<file path="config.mk">
export PLATFORM = sky130hd
export DESIGN_NAME = transient_restore_gain
export DESIGN_NICKNAME = d
export VERILOG_FILES = /design/src/trg_pkg.sv /design/src/trg_div.sv /design/src/transient_restore_gain.sv
export SDC_FILE = /design/constraint.sdc
export NUM_CORES = 2
export LEC_CHECK = 0
export BUFFER_PORTS_ARGS = -buffer_cell sky130_fd_sc_hd__buf_4
export CORE_MARGIN = 1.5
export CORE_UTILIZATION = 60
export DETAILED_ROUTE_END_ITERATION = 10
export PLACE_DENSITY = 0.83
export SLEW_MARGIN = 20
export SYNTH_ARGS = -nofsm -noshare
export SYNTH_HDL_FRONTEND = slang
export SYNTH_SLANG_ARGS = --single-unit
</file>
<file path="constraint.sdc">
create_clock -name i_clk -period 19.8 [get_ports i_clk]
set_input_delay 5.94 -clock i_clk [delete_from_list [all_inputs] [get_ports i_clk]]
set_output_delay 5.94 -clock i_clk [all_outputs]
set_load 0.02 [all_outputs]
</file>
<file path="src/trg_pkg.sv">
// Shared types, codes and fixed-point constants of the transient restore gain block.
`timescale 1ns / 1ps

package trg_pkg;

    // Configuration register indexes.
    localparam int CFG_IDX_W = 3;
    localparam logic [CFG_IDX_W-1:0] CFG_FAST_ATTACK  = 3'd0;
    localparam logic [CFG_IDX_W-1:0] CFG_FAST_RELEASE = 3'd1;
    localparam logic [CFG_IDX_W-1:0] CFG_SLOW_ATTACK  = 3'd2;
    localparam logic [CFG_IDX_W-1:0] CFG_SLOW_RELEASE = 3'd3;
    localparam logic [CFG_IDX_W-1:0] CFG_SMOOTHING    = 3'd4;
    localparam logic [CFG_IDX_W-1:0] CFG_ATTACK_DEPTH = 3'd5;
    localparam logic [CFG_IDX_W-1:0] CFG_DRIVE_SCALE  = 3'd6;

    // Fixed-point constants.
    localparam logic [16:0] ONE_Q16   = 17'd65536;
    localparam logic [23:0] EPS_Q23   = 24'd839;
    localparam logic [15:0] K035      = 16'd22938;
    localparam logic [15:0] K065      = 16'd42598;
    localparam logic [15:0] K028      = 16'd18350;
    localparam logic [15:0] UNITY_Q14 = 16'd16384;
    localparam logic [23:0] MAG_MAX   = 24'd8388607;
    localparam logic [23:0] MAG_MIN   = 24'h800000;

    // Hardness saturates once drive * scale reaches 65536 * 12288.
    localparam logic [31:0] HARD_SAT = 32'd805306368;
    // ceil(2^20 / 3): exact floor division by three for values below 2^19.
    localparam logic [18:0] RECIP3   = 19'd349526;

    // Quotient bits produced by the divider, one per cycle.
    localparam int DIV_STEPS = 16;

    typedef enum logic [3:0] {
        ST_IDLE,
        ST_DRIVE,
        ST_FAST,
        ST_SLOW,
        ST_HARD,
        ST_DIV3,
        ST_FACTOR,
        ST_DEPTH,
        ST_NUM,
        ST_DEN,
        ST_GDIV,
        ST_GWAIT,
        ST_DONE
    } t_state;

    // One entry of the per-channel state memory.
    typedef struct packed {
        logic [23:0] fast;
        logic [23:0] slow;
        logic [15:0] drive;
    } t_env_entry;

    typedef struct packed {
        logic                 start;
        logic [23:0]          rem_init;
        logic [DIV_STEPS-1:0] low;
        logic [23:0]          divisor;
    } t_div_req;

    typedef struct packed {
        logic                 busy;
        logic [DIV_STEPS-1:0] quot;
    } t_div_stat;

endpackage

</file>
<file path="src/trg_div.sv">
// Restoring divider that retires one quotient bit per cycle.
`timescale 1ns / 1ps

module trg_div (
    input  logic                i_clk,
    input  logic                i_rst_n,
    input  trg_pkg::t_div_req   i_req,
    output trg_pkg::t_div_stat  o_stat
);

    localparam int QW = trg_pkg::DIV_STEPS;
    localparam int CW = $clog2(QW);

    logic          r_busy, n_busy;
    logic [CW-1:0] r_cnt, n_cnt;
    logic [23:0]   r_rem, n_rem;
    logic [23:0]   r_dvs, n_dvs;
    logic [QW-1:0] r_low, n_low;
    logic [QW-1:0] r_quot, n_quot;
    logic [24:0]   trial;
    logic [24:0]   diff;

    // The caller starts with a partial remainder below the divisor, so the
    // quotient fits in QW bits and the remainder stays below 2^24.
    always_comb begin
        trial  = {r_rem, r_low[QW-1]};
        diff   = trial - {1'b0, r_dvs};
        n_busy = r_busy;
        n_cnt  = r_cnt;
        n_rem  = r_rem;
        n_dvs  = r_dvs;
        n_low  = r_low;
        n_quot = r_quot;
        if (i_req.start) begin
            n_busy = 1'b1;
            n_cnt  = '0;
            n_rem  = i_req.rem_init;
            n_low  = i_req.low;
            n_dvs  = i_req.divisor;
            n_quot = '0;
        end else if (r_busy) begin
            if (!diff[24]) begin
                n_rem  = diff[23:0];
                n_quot = {r_quot[QW-2:0], 1'b1};
            end else begin
                n_rem  = trial[23:0];
                n_quot = {r_quot[QW-2:0], 1'b0};
            end
            n_low = {r_low[QW-2:0], 1'b0};
            n_cnt = r_cnt + CW'(1);
            if (r_cnt == CW'(QW - 1)) begin
                n_busy = 1'b0;
            end
        end
    end

    always_ff @(posedge i_clk) begin
        if (!i_rst_n) begin
            r_busy <= 1'b0;
            r_cnt  <= '0;
        end else begin
            r_busy <= n_busy;
            r_cnt  <= n_cnt;
        end
    end

    always_ff @(posedge i_clk) begin
        r_rem  <= n_rem;
        r_dvs  <= n_dvs;
        r_low  <= n_low;
        r_quot <= n_quot;
    end

    assign o_stat.busy = r_busy;
    assign o_stat.quot = r_quot;

endmodule

</file>
<file path="src/transient_restore_gain.sv">
// Top level of the transient restore gain block: state memory, sequencer and shared multiplier.
`timescale 1ns / 1ps
//
//  Channel   Direction  Handshake                 Payload
//  s         in         i_s_tvalid / o_s_tready   i_s_tdata, i_s_tuser
//  m         out        o_m_tvalid / i_m_tready   o_m_tdata
//  cfg       in         i_cfg_we                  i_cfg_addr, i_cfg_wdata
//
//  An item is finished before the next one is accepted. When attack depth is
//  nonzero it waits on the shared divider for the 16-step divisions: the gain
//  division always, the transient division only when the transient needs one.
//  With attack depth zero, and for an unused channel, no division is made.
//  Reset is synchronous and clears the per-channel valid bits at once, so the
//  state memory reads as zero until a channel is first written.
//  A result waits in the output register; a stalled output holds the block only
//  when the next result is ready to leave.

module transient_restore_gain #(
    parameter int CHANNELS = 2
) (
    input  logic        i_clk,
    input  logic        i_rst_n,
    input  logic        i_s_tvalid,
    output logic        o_s_tready,
    input  logic [39:0] i_s_tdata,   // sample_in[23:0], drive_target[39:24]
    input  logic        i_s_tuser,   // channel[0]
    output logic        o_m_tvalid,
    input  logic        i_m_tready,
    output logic [31:0] o_m_tdata,   // transient_gain[15:0], smoothed_drive[31:16]
    input  logic        i_cfg_we,
    input  logic [trg_pkg::CFG_IDX_W-1:0] i_cfg_addr,
    input  logic [15:0] i_cfg_wdata
);

    localparam int CW = (CHANNELS > 1) ? $clog2(CHANNELS) : 1;

    trg_pkg::t_state r_state, n_state;

    logic [15:0] r_fast_att, r_fast_rel, r_slow_att, r_slow_rel;
    logic [15:0] r_smooth, r_adepth, r_dscale;

    trg_pkg::t_env_entry r_mem [CHANNELS];
    logic [CHANNELS-1:0] r_valid;
    trg_pkg::t_env_entry r_rd;
    logic                r_rd_ok;

    logic [CW-1:0] r_ch;
    logic          r_skip;
    logic [23:0]   r_mag;
    logic [15:0]   r_target;
    logic [23:0]   r_fe, r_se;
    logic [15:0]   r_drive;
    logic          r_up;
    logic [42:0]   r_prod;
    logic          r_hsat;
    logic [16:0]   r_t;
    logic          r_t_div;
    logic [15:0]   r_depth;
    logic [16:0]   r_num;
    logic [15:0]   r_gain;
    logic          r_out_valid;
    logic [15:0]   r_out_gain, r_out_drive;

    logic          s_accept;
    logic          in_ok;
    logic [CW-1:0] rd_addr;
    logic [23:0]   raw;
    logic [23:0]   mag_in;
    logic [15:0]   target_in;

    trg_pkg::t_env_entry old_entry;
    trg_pkg::t_env_entry wr_entry;
    logic        drv_up;
    logic [15:0] drv_diff, drv_new;
    logic        fast_up, slow_up;
    logic [23:0] fast_diff, slow_diff;
    logic [23:0] env_step;
    logic [16:0] rnd_q16;
    logic [16:0] hard, factor, den, t_val;
    logic [15:0] depth;
    logic [23:0] t_diff, t_dv;
    logic        t_need_div, t_wait;
    logic [31:0] gdividend;
    logic        out_free;

    logic        mul_en;
    logic [23:0] mul_a;
    logic [18:0] mul_b;
    logic        out_load, mem_we;

    trg_pkg::t_div_req  div_req;
    trg_pkg::t_div_stat div_stat;

    trg_div u_div (
        .i_clk   (i_clk),
        .i_rst_n (i_rst_n),
        .i_req   (div_req),
        .o_stat  (div_stat)
    );

    // Input side.
    always_comb begin
        s_accept  = i_s_tvalid && o_s_tready;
        in_ok     = (CHANNELS > 1) || !i_s_tuser;
        rd_addr   = in_ok ? CW'(i_s_tuser) : '0;
        raw       = i_s_tdata[23:0];
        if (raw == trg_pkg::MAG_MIN) begin
            mag_in = trg_pkg::MAG_MAX;
        end else if (raw[23]) begin
            mag_in = ~raw + 24'd1;
        end else begin
            mag_in = raw;
        end
        target_in = (i_s_tdata[39:24] == 16'd0) ? 16'd1 : i_s_tdata[39:24];
    end

    // Datapath arithmetic around the shared multiplier.
    always_comb begin
        old_entry = r_rd_ok ? r_rd : '0;
        drv_up    = old_entry.drive >= r_target;
        drv_diff  = drv_up ? (old_entry.drive - r_target) : (r_target - old_entry.drive);
        // The drive moves toward the target by the truncated product.
        drv_new   = r_up ? (r_target + r_prod[31:16]) : (r_target - r_prod[31:16]);

        fast_up   = r_mag > r_fe;
        fast_diff = fast_up ? (r_mag - r_fe) : (r_fe - r_mag);
        slow_up   = r_mag > r_se;
        slow_diff = slow_up ? (r_mag - r_se) : (r_se - r_mag);
        env_step  = r_prod[39:16] + {23'd0, r_prod[15]};

        rnd_q16   = r_prod[32:16] + {16'd0, r_prod[15]};
        hard      = r_hsat ? trg_pkg::ONE_Q16 : {1'b0, r_prod[35:20]};
        factor    = {1'b0, trg_pkg::K035} + rnd_q16;
        depth     = rnd_q16[15:0];
        den       = trg_pkg::ONE_Q16 + rnd_q16;
        gdividend = {1'b0, r_num, 14'd0} + {16'd0, den[16:1]};

        t_diff     = r_fe - r_se;
        t_dv       = r_se + trg_pkg::EPS_Q23;
        t_need_div = (r_fe > r_se) && (t_diff < t_dv);
        t_wait     = r_t_div && div_stat.busy;
        t_val      = r_t_div ? {1'b0, div_stat.quot} : r_t;

        out_free = !r_out_valid || i_m_tready;

        wr_entry.fast  = r_fe;
        wr_entry.slow  = r_se;
        wr_entry.drive = r_drive;
    end

    // Next state.
    always_comb begin
        n_state = r_state;
        unique case (r_state)
            trg_pkg::ST_IDLE: begin
                if (s_accept) begin
                    n_state = in_ok ? trg_pkg::ST_DRIVE : trg_pkg::ST_DONE;
                end
            end
            trg_pkg::ST_DRIVE:  n_state = trg_pkg::ST_FAST;
            trg_pkg::ST_FAST: begin
                n_state = (r_adepth == 16'd0) ? trg_pkg::ST_DONE : trg_pkg::ST_SLOW;
            end
            trg_pkg::ST_SLOW:   n_state = trg_pkg::ST_HARD;
            trg_pkg::ST_HARD:   n_state = trg_pkg::ST_DIV3;
            trg_pkg::ST_DIV3:   n_state = trg_pkg::ST_FACTOR;
            trg_pkg::ST_FACTOR: n_state = trg_pkg::ST_DEPTH;
            trg_pkg::ST_DEPTH:  n_state = trg_pkg::ST_NUM;
            trg_pkg::ST_NUM: begin
                if (!t_wait) begin
                    n_state = trg_pkg::ST_DEN;
                end
            end
            trg_pkg::ST_DEN:    n_state = trg_pkg::ST_GDIV;
            trg_pkg::ST_GDIV:   n_state = trg_pkg::ST_GWAIT;
            trg_pkg::ST_GWAIT: begin
                if (!div_stat.busy) begin
                    n_state = trg_pkg::ST_DONE;
                end
            end
            trg_pkg::ST_DONE: begin
                if (out_free) begin
                    n_state = trg_pkg::ST_IDLE;
                end
            end
            default: n_state = trg_pkg::ST_IDLE;
        endcase
    end

    // Per-state controls: multiplier operands, divider requests, write-back.
    always_comb begin
        o_s_tready = 1'b0;
        mul_en     = 1'b0;
        mul_a      = '0;
        mul_b      = '0;
        div_req    = '0;
        out_load   = 1'b0;
        mem_we     = 1'b0;
        unique case (r_state)
            trg_pkg::ST_IDLE: o_s_tready = 1'b1;
            trg_pkg::ST_DRIVE: begin
                mul_en = 1'b1;
                mul_a  = 24'(drv_diff);
                mul_b  = 19'(r_smooth);
            end
            trg_pkg::ST_FAST: begin
                mul_en = 1'b1;
                mul_a  = fast_diff;
                mul_b  = 19'(fast_up ? r_fast_att : r_fast_rel);
            end
            trg_pkg::ST_SLOW: begin
                mul_en = 1'b1;
                mul_a  = slow_diff;
                mul_b  = 19'(slow_up ? r_slow_att : r_slow_rel);
            end
            trg_pkg::ST_HARD: begin
                mul_en = 1'b1;
                mul_a  = 24'(r_drive);
                mul_b  = 19'(r_dscale);
            end
            trg_pkg::ST_DIV3: begin
                // Divide drive * scale / 4096 by three through the reciprocal.
                mul_en = 1'b1;
                mul_a  = 24'(r_prod[31:12]);
                mul_b  = trg_pkg::RECIP3;
                div_req.start    = t_need_div;
                div_req.rem_init = t_diff;
                div_req.low      = '0;
                div_req.divisor  = t_dv;
            end
            trg_pkg::ST_FACTOR: begin
                mul_en = 1'b1;
                mul_a  = 24'(trg_pkg::K065);
                mul_b  = 19'(hard);
            end
            trg_pkg::ST_DEPTH: begin
                mul_en = 1'b1;
                mul_a  = 24'(r_adepth);
                mul_b  = 19'(factor);
            end
            trg_pkg::ST_NUM: begin
                mul_en = !t_wait;
                mul_a  = 24'(depth);
                mul_b  = 19'(t_val);
            end
            trg_pkg::ST_DEN: begin
                mul_en = 1'b1;
                mul_a  = 24'(r_depth);
                mul_b  = 19'(trg_pkg::K028);
            end
            trg_pkg::ST_GDIV: begin
                // The quotient stays below 2^16, so the upper half of the
                // dividend is already below the divisor.
                div_req.start    = 1'b1;
                div_req.rem_init = 24'(gdividend[31:16]);
                div_req.low      = gdividend[15:0];
                div_req.divisor  = 24'(den);
            end
            trg_pkg::ST_GWAIT: ;
            trg_pkg::ST_DONE: begin
                out_load = out_free;
                mem_we   = out_free && !r_skip;
            end
            default: ;
        endcase
    end

    // Control registers and configuration.
    always_ff @(posedge i_clk) begin
        if (!i_rst_n) begin
            r_state     <= trg_pkg::ST_IDLE;
            r_valid     <= '0;
            r_out_valid <= 1'b0;
            r_fast_att  <= 16'd2675;
            r_fast_rel  <= 16'd45;
            r_slow_att  <= 16'd91;
            r_slow_rel  <= 16'd9;
            r_smooth    <= 16'd65263;
            r_adepth    <= 16'd19661;
            r_dscale    <= 16'd16384;
        end else begin
            r_state <= n_state;
            if (mem_we) begin
                r_valid[r_ch] <= 1'b1;
            end
            if (out_load) begin
                r_out_valid <= 1'b1;
            end else if (i_m_tready) begin
                r_out_valid <= 1'b0;
            end
            if (i_cfg_we) begin
                unique case (i_cfg_addr)
                    trg_pkg::CFG_FAST_ATTACK:  r_fast_att <= i_cfg_wdata;
                    trg_pkg::CFG_FAST_RELEASE: r_fast_rel <= i_cfg_wdata;
                    trg_pkg::CFG_SLOW_ATTACK:  r_slow_att <= i_cfg_wdata;
                    trg_pkg::CFG_SLOW_RELEASE: r_slow_rel <= i_cfg_wdata;
                    trg_pkg::CFG_SMOOTHING:    r_smooth   <= i_cfg_wdata;
                    trg_pkg::CFG_ATTACK_DEPTH: r_adepth   <= i_cfg_wdata;
                    trg_pkg::CFG_DRIVE_SCALE:  r_dscale   <= i_cfg_wdata;
                    default: ;
                endcase
            end
        end
    end

    // State memory: read on accept, written back when the result is loaded into the output register.
    always_ff @(posedge i_clk) begin
        if (s_accept) begin
            r_rd    <= r_mem[rd_addr];
            r_rd_ok <= r_valid[rd_addr];
        end
        if (mem_we) begin
            r_mem[r_ch] <= wr_entry;
        end
    end

    // Datapath registers.
    always_ff @(posedge i_clk) begin
        if (mul_en) begin
            r_prod <= 43'(mul_a) * 43'(mul_b);
        end
        if (s_accept) begin
            r_ch     <= rd_addr;
            r_skip   <= !in_ok;
            r_mag    <= mag_in;
            r_target <= target_in;
            r_gain   <= trg_pkg::UNITY_Q14;
        end
        if (out_load) begin
            r_out_gain  <= r_gain;
            r_out_drive <= r_skip ? 16'd0 : r_drive;
        end
        case (r_state)
            trg_pkg::ST_DRIVE: begin
                r_fe <= old_entry.fast;
                r_se <= old_entry.slow;
                r_up <= drv_up;
            end
            trg_pkg::ST_FAST: begin
                r_drive <= drv_new;
                r_up    <= fast_up;
            end
            trg_pkg::ST_SLOW: begin
                r_fe <= r_up ? (r_fe + env_step) : (r_fe - env_step);
                r_up <= slow_up;
            end
            trg_pkg::ST_HARD: begin
                r_se <= r_up ? (r_se + env_step) : (r_se - env_step);
            end
            trg_pkg::ST_DIV3: begin
                r_hsat  <= r_prod[31:0] >= trg_pkg::HARD_SAT;
                r_t_div <= t_need_div;
                r_t     <= (r_fe > r_se) ? trg_pkg::ONE_Q16 : 17'd0;
            end
            trg_pkg::ST_NUM: begin
                r_depth <= depth;
            end
            trg_pkg::ST_DEN: begin
                r_num <= trg_pkg::ONE_Q16 + rnd_q16;
            end
            trg_pkg::ST_GWAIT: begin
                if (!div_stat.busy) begin
                    r_gain <= div_stat.quot;
                end
            end
            default: ;
        endcase
    end

    assign o_m_tvalid = r_out_valid;
    assign o_m_tdata  = {r_out_drive, r_out_gain};

endmodule

</file>
==> load_flow_metrics.sql <==
INSERT INTO impl_metrics (metric_group, metric, value, unit) VALUES
('run_status', 'outcome', 'finished clean', ''),
('detailed_routing', 'vias_per_cell', '6.392', ''),
('logic_synthesis', 'synthFlopType', 'edfxtp_1', ''),
('logic_synthesis', 'post_synth_edffs', '459', ''),
('setup_path', 'worstSetupPathType', 'flip-flop to flip-flop', ''),
('detailed_routing', 'drc_viols', '0', ''),
('setup_path', 'critPathArrivalTime', '11.76', 'ns'),
('setup_path', 'worst_setup_path_end_kind', 'flip-flop', ''),
('finish', 'finish.utilization', '0.6568', ''),
('finish', 'layout-drive-gt1-share', '0.07754', ''),
('logic_synthesis', 'synth.yosys.warnings', '0', ''),
('clock_network', 'numCtsBuffers', '67', ''),
('placement', 'place.detailed.instances', '6668', ''),
('run', 'max_cap_viol_count', '0', ''),
('global_route', 'grt_antenna_before_repair', '8', ''),
('detailed_routing', 'postRouteWirelength', '178700', 'um'),
('placement', 'io_buffers', '98', ''),
('setup_path', 'slowest_stage', 'buf_4', ''),
('clock_network', 'h-tree-depth', '3', ''),
('clock_network', 'root_buffer', 'clkbuf_16', ''),
('floorplan', 'die-width', '297.8', 'um'),
('clock_network', 'clk_pin_slew', '0.06', 'ns'),
('setup_path', 'critical_path.startpoint_type', 'flip-flop', ''),
('floorplan', 'floorplan.die.height', '297.8', 'um'),
('clock_network', 'tritoncts', 'yes', ''),
('detailed_routing', 'route.antenna.remaining_nets', '0', ''),
('setup_path', 'worst-path-max-fanout', '64', ''),
('sta', 'worst_clock_skew', '0.03489', 'ns'),
('clock_network', 'clock_tree.buffer_depth', '3', ''),
('finish', 'syn_to_final_growth', '7.931', '%'),
('sta', 'worst-slew-pin-transition', '1.181', 'ns'),
('power_and_ir_drop', 'p_per_area', '117.5', 'mW/mm^2'),
('clock_network', 'clk-insertion-delay-late', '0.65', 'ns'),
('power_and_ir_drop', 'total_leakage_power', '24.59', 'nW'),
('global_route', 'grt_pass1_wl', '265400', 'um'),
('setup_path', 'worstPathRequired', '20.19', 'ns'),
('logic_synthesis', 'syn-instance-count', '5596', ''),
('placement', 'place_congestion', '1.047', ''),
('min_path', 'hold_path.class', 'flip-flop to flip-flop', ''),
('sta', 'finalWorstPathRequiredPeriod', '11.36', 'ns'),
('detailed_routing', 'drt_iter0_markers', '4953', ''),
('logic_synthesis', 'netlist_area', '0.05214', 'mm^2'),
('global_route', 'largest_net_degree_at_the_start_of_global_routing', '122', ''),
('sta', 'rsz_0062_raised_after_global_routing', 'no', ''),
('logic_synthesis', 'synth-seq-area-share', '0.3242', ''),
('sta', 'final.setup.tns', '0', 'ns'),
('detailed_routing', 'routed_wire_length_per_instance', '26.31', 'um'),
('placement', 'place_hpwl', '135500', 'um'),
('sta', 'hold_violations', '0', ''),
('logic_synthesis', 'ys_async_sr_fraction', '0', ''),
('clock_network', 'postCtsHoldBufs', '0', ''),
('sta', 'fin_crit_sh', '0.5739', ''),
('setup_path', 'worst_path_largest_cell_delay', '0.61', 'ns'),
('floorplan', 'placement_rows', '107', ''),
('logic_synthesis', 'synthDistinctLibCells', '100', ''),
('finish', 'layout.nets', '6423', ''),
('global_route', 'first_global_vias', '43200', ''),
('finish', 'post_route_non_filler_standard_cell_count', '6794', ''),
('sta', 'hold-worst-slack', '0.4449', 'ns'),
('sta', 'max_slew_margin', '0.2046', ''),
('floorplan', 'fp.coreArea', '0.08568', 'mm^2'),
('clock_network', 'cts-resized-gates', '0', ''),
('logic_synthesis', 'ys_seq_elements', '615', ''),
('power_and_ir_drop', 'power.ir.vdd_worst', '0.07633', 'mV'),
('clock_network', 'clock_sink_count', '615', ''),
('floorplan', 'initial_utilization', '0.6086', ''),
('sta', 'final-max-slew-violation-count', '0', ''),
('global_route', 'grt_util_all_layers', '0.3992', ''),
('global_route', 'globalRoute.totalOverflow', '0', ''),
('sta', 'timing.fmax', '88.00', 'MHz'),
('setup_path', 'path_common_cell', 'inv_1', ''),
('floorplan', 'num_io_pins', '99', ''),
('clock_network', 'cts_post_setup_buffers_inserted', '0', ''),
('detailed_routing', 'drtPass1Iterations', '6', ''),
('detailed_routing', 'vias', '43430', ''),
('sta', 'setup-violations-final', '0', ''),
('floorplan', 'dieArea', '0.08868', 'mm^2'),
('logic_synthesis', 'synth_area_per_cell', '9.318', 'um^2'),
('power_and_ir_drop', 'finalPower', '0.006615', 'W');
-- metal layers --
metal  vias up  wire (um)  GRT usage
met2      2575      79230     0.6230
met1     21110      64920     0.4931
met3       672      18650    0.08065
li1      19060          -          -
met4        10      15870     0.2945
met5         -         62          0
-- synth_stat cells, drive strengths merged (7+ instances only) --
| library cell | instances | share of area |
|---|---|---|
| dfxtp | 156 | 0.060 |
| mux2i | 66 | 0.013 |
| nand4 | 38 | 0.0046 |
| a311oi | 7 | 0.0016 |
| nor4 | 22 | 0.0026 |
| a2111oi | 12 | 0.0022 |
| a21boi | 79 | 0.011 |
| a22oi | 21 | 0.0030 |
| nor3 | 68 | 0.0067 |
| and2 | 99 | 0.012 |
| and3 | 57 | 0.0068 |
| or3 | 25 | 0.0030 |
| mux2 | 81 | 0.017 |
| nand2b | 35 | 0.0042 |
| ha | 401 | 0.096 |
| and4 | 7 | 0.0012 |
| nor2 | 351 | 0.025 |
| a21o | 98 | 0.014 |
| a22o | 22 | 0.0037 |
| a211oi | 39 | 0.0057 |
| inv | 706 | 0.051 |
| a221o | 19 | 0.0036 |
| edfxtp | 459 | 0.26 |
| nand3 | 178 | 0.017 |
| a211o | 9 | 0.0015 |
| buf | 76 | 0.0074 |
| a221oi | 25 | 0.0043 |
| fa | 361 | 0.14 |
| o31ai | 29 | 0.0042 |
| o22ai | 27 | 0.0034 |
| xnor2 | 198 | 0.033 |
| o21ai | 213 | 0.021 |
| o221ai | 22 | 0.0037 |
| a31oi | 30 | 0.0036 |
| or2 | 19 | 0.0023 |
| xor2 | 106 | 0.018 |
| o211ai | 24 | 0.0036 |
| o21a | 33 | 0.0048 |
| o41ai | 10 | 0.0017 |
| a21oi | 301 | 0.029 |
| o21bai | 35 | 0.0050 |
| nor2b | 41 | 0.0049 |
| clkbuf | 182 | 0.013 |
| nand2 | 727 | 0.052 |
-- cells in the final DEF, fill, tap and decap left out, types with 22 or more instances in the layout --
cell type and instances:
o21bai_1 35, a221oi_1 24, inv_1 705, a211oi_1 38, a22o_1 22, nor2_1 347, or3_1 25, mux2i_1 65
mux2_2 80, o31ai_1 28, nand2b_1 34, xnor2_1 198, nand2_1 725, o21a_1 33, o22ai_1 26, edfxtp_1 459
ha_1 401, nand3_1 177, fa_1 361, a21oi_1 297, nor3_1 63, o21ai_0 203, nor2b_1 41, and3_1 56
dfxtp_1 155, buf_4 183, o211ai_1 23, a21o_1 98, xor2_1 105, a21boi_0 78, nand4_1 38, clkbuf_16 68
a31oi_1 30, and2_1 95
-- through the flow --
step | worst slack [ns] | area (um^2)
2_1_floorplan | 7.018 | 52150
3_3_place_gp | 8.971 | 54030
3_5_place_dp | 8.724 | 54070
4_1_cts | 8.675 | 56230
5_1_grt | 7.707 | 56280
6_report | 8.436 | 56280
-- report_power, final --
group / switching [W] / leakage, nW / internal (W) / total, W
registers: 0.000190 / 5.46 / 0.00156 / 0.00175
logic: 0.00236 / 18.1 / 0.00125 / 0.00361
clock network: 0.000567 / 1.05 / 0.000690 / 0.00126
-- worst max-delay path, delay by kind of cell, from the launching register on --
kind / cells / cell delay (ns)
AOI/OAI and AO/OA: 13 / 3.51
adders and majority gates: 8 / 3.32
and+or+nand+nor: 8 / 1.95
buffers and inverters: 8 / 1.31
xor gates and xnor gates: 2 / 0.54
DFF: 1 / 0.32
-- cell type report --
type	instances	area, um^2
clock inverter	43	396.6
tap	1144	1431
antenna	1	2.502
inverter	708	2658
fill	6857	29400
multi-input combinational	4018	31690
clock buffer	79	1763
sequential	615	16910
timing repair buffer	186	1434
-- registers in the layout (all words and copies together), names as in the netlist, 17 cells and up --
name         flops
r_fe            24
r_mag           24
r_mem          128
r_num           17
r_prod          28
r_rd            64
r_se            24
u_div.r_dvs     24
u_div.r_rem     24
-- final timing paths --
kind / from / endpoint / cells past startpoint / slack, ns
setup / recovery: r_rd_ok$_DFFE_PP_ / r_prod[38]$_DFFE_PP_ / 39 / 8.44
hold / removal: r_gain[10]$_DFF_P_ / r_out_gain[10]$_DFFE_PP_ / 0 / 0.44
setup reg to reg: r_rd_ok$_DFFE_PP_ / r_prod[38]$_DFFE_PP_ / 39 / 8.44
hold reg to reg: r_gain[10]$_DFF_P_ / r_out_gain[10]$_DFFE_PP_ / 0 / 0.44
-- logic make-up after synthesis --
family,Yosys count,synth area share
other,1,0.00007192
and+or+nand+nor,1686,0.1460
adders and majority gates,762,0.2348
AOI/OAI and AO/OA,1115,0.1422
xor gates and xnor gates,304,0.05106
DFF,615,0.3242
muxes,147,0.03016
buffers and inverters,966,0.07144
Note: power is estimated with default switching activity, not from simulation.
